==> src/rtl/esc_pkg.sv <==
// Shared constants, types and helpers for the environmental sensor compensation block.
package esc_pkg;

   localparam int DW = 64;

   localparam logic [23:0] TEMP_OFF   = 24'h800000;
   localparam logic [23:0] PRESS_OFF  = 24'h800000;
   localparam logic [15:0] HUM_OFF    = 16'h8000;
   localparam logic [32:0] P_FINE_OFF = 33'd128000;
   localparam logic [20:0] P_BASE     = 21'd1048576;
   localparam logic [11:0] P_SCALE    = 12'd3125;
   localparam logic [31:0] H_FINE_OFF = 32'd76800;
   localparam logic [31:0] H_ROUND_A  = 32'd16384;
   localparam logic [31:0] H_BIAS     = 32'd2097152;
   localparam logic [31:0] H_ROUND_B  = 32'd8192;
   localparam logic [31:0] H_MAX      = 32'd419430400;
   localparam logic [31:0] H_HALF     = 32'd32768;
   localparam logic [63:0] P_BIAS47   = 64'h0000_8000_0000_0000;
   localparam logic [16:0] HUM_LIMIT  = 17'd102400;

   // pipeline depths
   localparam int TEMP_LAT   = 3;
   localparam int CENTI_LAT  = 4;
   localparam int HUM_LAT    = 12;
   localparam int DIV_LAT    = DW + 2;
   localparam int PF_LAT     = 5;
   localparam int PB_LAT     = 7;
   localparam int PRESS_LAT  = PF_LAT + DIV_LAT + PB_LAT;
   localparam int TOTAL_LAT  = TEMP_LAT + PRESS_LAT;

   typedef enum logic [2:0] {
      CSR_TEMP    = 3'd0,
      CSR_PRESS_A = 3'd1,
      CSR_PRESS_B = 3'd2,
      CSR_MIXED   = 3'd3,
      CSR_HUM     = 3'd4
   } csr_idx_type;

   typedef struct packed {
      logic [47:0] temp;
      logic [63:0] press_a;
      logic [63:0] press_b;
      logic [47:0] mixed;
      logic [31:0] hum;
   } cal_type;

   function automatic logic [63:0] sx64(input logic [15:0] v);
      return {{48{v[15]}}, v};
   endfunction

   function automatic logic [31:0] sx32_12(input logic [11:0] v);
      return {{20{v[11]}}, v};
   endfunction

endpackage

==> src/rtl/esc_temp.sv <==
// Temperature compensation pipeline: fine value and hundredths of a degree.
module esc_temp (
   input  logic                clock,
   input  logic [23:0]         raw_temp,
   input  esc_pkg::cal_type    cal,
   output logic [31:0]         fine,
   output logic [23:0]         centi
);
   import esc_pkg::*;

   logic [19:0] adc;
   logic [15:0] t1;
   logic [31:0] t2;
   logic [31:0] t3;
   logic [31:0] a_in;
   logic [31:0] d_in;
   logic [31:0] pa_in;
   logic [31:0] dd_in;
   logic [31:0] pa_ff;
   logic [31:0] dd_ff;
   logic        off1_ff;
   logic [31:0] v1_ff;
   logic [31:0] m2_in;
   logic [31:0] m2_ff;
   logic        off2_ff;
   logic [31:0] fine_ff;
   logic [31:0] c_in;
   logic [23:0] centi_ff;

   assign adc   = raw_temp[23:4];
   assign t1    = cal.temp[15:0];
   assign t2    = {{16{cal.temp[31]}}, cal.temp[31:16]};
   assign t3    = {{16{cal.temp[47]}}, cal.temp[47:32]};
   assign a_in  = {15'b0, adc[19:3]} - {15'b0, t1, 1'b0};
   assign d_in  = {16'b0, adc[19:4]} - {16'b0, t1};
   assign pa_in = a_in * t2;
   assign dd_in = d_in * d_in;
   assign m2_in = 32'($signed(dd_ff) >>> 12) * t3;
   assign c_in  = fine_ff * 32'd5 + 32'd128;

   always_ff @(posedge clock) begin
      pa_ff    <= pa_in;
      dd_ff    <= dd_in;
      off1_ff  <= (raw_temp == TEMP_OFF);
      v1_ff    <= 32'($signed(pa_ff) >>> 11);
      m2_ff    <= m2_in;
      off2_ff  <= off1_ff;
      fine_ff  <= off2_ff ? 32'd0 : v1_ff + 32'($signed(m2_ff) >>> 14);
      centi_ff <= c_in[31:8];
   end

   assign fine  = fine_ff;
   assign centi = centi_ff;

endmodule

==> config.mk <==
export PLATFORM = sky130hd
export DESIGN_NAME = esc_temp
export DESIGN_NICKNAME = d
export VERILOG_FILES = /design/src/rtl/esc_pkg.sv /design/src/rtl/esc_temp.sv
export SDC_FILE = /design/constraint.sdc
export NUM_CORES = 2
export LEC_CHECK = 0
export ABC_AREA = 1
export BUFFER_PORTS_ARGS = -buffer_cell sky130_fd_sc_hd__buf_2
export CAP_MARGIN = 10
export CORE_UTILIZATION = 68
export CTS_CLUSTER_SIZE = 12
export DETAILED_ROUTE_END_ITERATION = 8
export PLACE_DENSITY_LB_ADDON = 0.05
export SLEW_MARGIN = 20
export SYNTH_ARGS = -nofsm -noshare
export SYNTH_HDL_FRONTEND = slang
export SYNTH_SLANG_ARGS = --single-unit
==> constraint.sdc <==
create_clock -name clock -period 15.5 [get_ports clock]
set_clock_uncertainty 0.1 [all_clocks]
set_input_delay 0.775 -clock clock [delete_from_list [all_inputs] [get_ports clock]]
set_output_delay 0.775 -clock clock [all_outputs]
set_load 0.02 [all_outputs]
* Word-level counts from Yosys, hierarchy flattened
Index checks and enable logic that the tools add are counted.
** Storage, ports and cells
- Bits in registers :: 175
- Bits of input ports :: 281
- Output and inout bits :: 56
- Word-level logic and storage cells :: 17
** Cells by class
- Add/sub/neg operators :: 4
- Multiply operators :: 4
- Eq/ne operators :: 1
** Operator list (count)
- 32-bit by 8-bit adder with 32-bit output, second input constant :: 1
- 17-bit by 17-bit multiplier with 32-bit output :: 1
- 18-bit by 16-bit multiplier with 32-bit output :: 1
- 20-bit by 16-bit multiplier with 32-bit output :: 1
- 32-bit by 3-bit multiplier with 32-bit output, second input constant :: 1
- 24-bit == test, second input constant :: 1
- 21-bit by 18-bit adder with 22-bit output :: 1
- 17-bit by 17-bit subtractor with 18-bit output :: 1
- 16-bit by 16-bit subtractor with 17-bit output :: 1

* Longest topological paths before layout
- Depth after elaboration :: 2
- Mapped depth :: 42
- Mapped depth without buffers :: 42

* Worst setup path after synthesis
No wires, ideal clock.
- Path kind :: input to register
- From :: input port raw_temp[8]
- To :: register pa_ff[28]
- Setup time :: 0.112 ns
- Arrival time :: 7.093 ns
- Required time :: 15.288 ns
- Slack :: 8.195 ns
- Stages :: 31
- Path buffers :: 2
- Cells stage by stage :: inv_1 > ha_1 > fa_1 > inv_1 > nand3_1 > nand2_2 > a21oi_4 > o21ai_1 > nand2_1 > nand2_1 > buf_4 > buf_2 > nor2_1 > fa_1 > inv_1 > fa_1 > inv_1 > fa_1 > fa_1 > fa_1 > inv_1 > fa_1 > inv_1 > ha_1 > nand2_1 > nor2_1 > a221o_1 > a21oi_1 > nand2_1 > nand2_1 > nand2_1
** Between the ends
- Word-level cells in the longest chain between the ends :: 2
** RTL lines
- start: declaration :: RTL line esc_temp.sv:4 : input logic [23:0] raw_temp,
- 17-bit by 17-bit subtractor with 18-bit output :: RTL line esc_temp.sv:34 : assign a_in = {15'b0, adc[19:3]} - {15'b0, t1, 1'b0};
- 18-bit by 16-bit multiplier with 32-bit output :: RTL line esc_temp.sv:36 : assign pa_in = a_in * t2;
- named net pa_in[28] :: RTL line esc_temp.sv:17 : logic [31:0] pa_in;
- end signal: assignment :: RTL line esc_temp.sv:42 : pa_ff <= pa_in;
- end: declaration :: RTL line esc_temp.sv:19 : logic [31:0] pa_ff;
The timed path passes the listed nets, and every way through them passes these cells.
A chain may end at the register's enable or synchronous reset.

* Worst setup path after layout
- From :: input port raw_temp[8]
- To :: register pa_ff[27]
Same word-level chain as after synthesis.

==> flow_summary_export.csv <==
group,metric,value,unit
floorplan,ioPinCount,337,
floorplan,start_util,68.9,%
layout,final_util,71.9,%
sta,fin_crit_sh,55.1,%
layout,antenna_cells,0,
placement,gp_congestion,0.957,
global_routing,grt_start_max_net_pins,31,
synthesis,synthesis.nets,5957,
worst_setup_path,startpoint_type,"input port",
synthesis,ys_top_cells_by_area,"fa_1 44%, inv_1 12%, ha_1 11%",
worst_setup_path,cp_top_family,"adder cells",
synthesis,postSynthAreaPerCell,8.20,sq um
cts,post_cts_resized,0,
detailed_routing,drt-vias-per-instance,5.43,
worst_setup_path,r2r_slack,9.09,ns
synthesis,synth_cell_type_count,57,
layout,drive_gt1_share,6.01,%
sta,grt_setup_unrepaired,"false",
synthesis,synth_area,37100,sq um
synthesis,ys_seq_area_share,6.91,%
worst_setup_path,crit_path_max_incr_delay,0.98,ns
synthesis,yosysTopAreaCell,"fa_1",
cts,post-cts-setup-buffers,0,
layout,regArea,2560,sq um
detailed_routing,first_pass_iters,6,
hold_path,hold_start,"pa_ff[16]",
synthesis,synth_edf_count,0,
worst_setup_path,critPathSlowestCell,"inv_1",
synthesis,yosysWarnings,0,
synthesis,yosys-top-cells-count,"1231 x inv_1, 885 x nand2_1, 818 x fa_1",
floorplan,die_area,55500,sq um
synthesis,synth_seq_cells,128,
worst_setup_path,critical_path_class,"input port to register",
synthesis,synthCells,4525,
worst_setup_path,cp_common_cell,"inv_1",
layout,layout.cells.non_filler,5256,
worst_setup_path,required,15.73,ns
global_routing,antenna_found_initial,1,
layout,fillers,4380,
worst_setup_path,r2r_start,"dd_ff[19]",
cts,clock_latency,0.43,ns
sta,min_period,8.54,ns
synthesis,ys.flop_type,"dfxtp_1",
global_routing,grt_pass1_vias,30354,
cts,cts-buffers-inserted,17,
worst_setup_path,reg2reg_depth,22,
sta,relSlewSlack,31.8,%
detailed_routing,drtIter0Drc,1843,
layout,multi_input_area,29200,sq um
floorplan,rows,85,
detailed_routing,ant_nets,0,
synthesis,synth_most_common_cell,"inv_1",
detailed_routing,wl_per_cell,17.4,um
hold_path,hp-class,"register to register",
cts,clk_path_buf_depth,2,
global_routing,grt_usage,35.0,%
placement,dp_hpwl,75.2,mm
detailed_routing,route.vias.total,28532,
layout,synthToLayoutAreaGrowth,4.25,%
floorplan,coreArea,53800,sq um
placement,port_buffers,128,
cts,hold_buffers,0,
flow_run,cap_violations,0,
global_routing,gr-total-overflow,0,
cts,cts_max_level,4,
run_status,outcome,"completed",
sta,fin_setup_tns,0,ns
sta,slew_violations,0,
detailed_routing,wl,91.2,mm
detailed_routing,drc,0,
worst_setup_path,crit_arrival,8.77,ns
cts,clock-sinks,128,
cts,clk_pin_slew,0.06,ns
hold_path,min_to,"v1_ff[5]",
worst_setup_path,endpoint_kind,"register",
worst_setup_path,crit_buf_inv,9,
sta,fmax,117,MHz
synthesis,netlist.area_leader.share,44.1,%
cts,cts_tree,"yes",
layout,fin_nets,5979,
hold_path,hold_depth,0,
sta,setup_viol,0,
synthesis,synthArstFlopShare,0,%
worst_setup_path,cp_max_fo,20,
floorplan,dieWidth,236,um
sta,finalHoldViolCount,0,
global_routing,grt_pass1_wl,152,mm
sta,tightest_slew,1.02,ns
placement,dp.cells,5224,
floorplan,die_h,236,um
worst_setup_path,crit-reg2reg-capture,"m2_ff[26]",
cts,clockRootBuffer,"clkbuf_16",
-- metal layers --
metal | wire length [um] | global-route usage (%)
met1 | 35400 | 44.7
met2 | 44200 | 59.3
met3 | 7620 | 6.54
met4 | 3990 | 13.6
met5 | 13 | 0
-- flip-flops by register name, summed over array words and instances (netlist names) --
name	count
off1_ff	1
centi	24
off2_ff	1
v1_ff	21
m2_ff	18
pa_ff	21
fine	22
dd_ff	20
-- final cells by class --
type                            instances  area share [%]
Clock buffer                           17            1.10
Clock inverter                         15           0.488
Inverter                             1246            12.1
Multi-Input combinational cell       3013            75.5
Sequential cell                       128            6.62
Tap cell                              696            2.25
Timing Repair Buffer                  141            1.91
-- worst max-delay path by stage --
stage / end / cells after the start / startpoint
3_3_place_gp: pa_ff[27] / 33 / raw_temp[8]
5_1_grt: pa_ff[27] / 33 / raw_temp[8]
4_1_cts: pa_ff[27] / 33 / raw_temp[8]
3_5_place_dp: pa_ff[27] / 33 / raw_temp[8]
2_1_floorplan: pa_ff[28] / 31 / raw_temp[8]
6_report: pa_ff[27] / 33 / raw_temp[8]
-- cells in the final DEF (no fill, tap or decap), types with 9 or more instances in the layout --
cell,n
xnor2_1,33
nand3_1,69
a21oi_1,165
ha_1,333
inv_1,1231
o21bai_1,12
nor4_1,15
xor2_1,72
dfxtp_1,128
a21o_1,16
o21a_1,9
nor2_1,332
buf_4,13
or2_2,25
fa_1,818
o21ai_0,81
inv_2,11
nor2_2,14
nand2_1,885
nand4_1,18
nand2_2,23
clkbuf_16,17
buf_2,128
nor3_1,25
-- through the flow --
step	cell area, sq um	hold WS [ns]	setup slack (ns)
floorplan	37100	0.210	8.19
global placement	38100	0.211	6.64
detailed placement	38100	0.212	6.58
CTS	38700	0.223	7.01
global route	38700	0.235	6.51
finish	38700	0.224	6.96
-- cell families after synthesis --
kind of cell,count (synthesis),share of synthesized area (%)
compound gates,338,5.32
xor+xnor,107,2.55
flops,128,6.91
buf+inv,1384,14.4
simple gates,1417,15.5
fa+ha+maj,1151,55.4
Power is not shown: default switching activity piles up to over one toggle a cycle in this logic, so the estimate is an artifact.
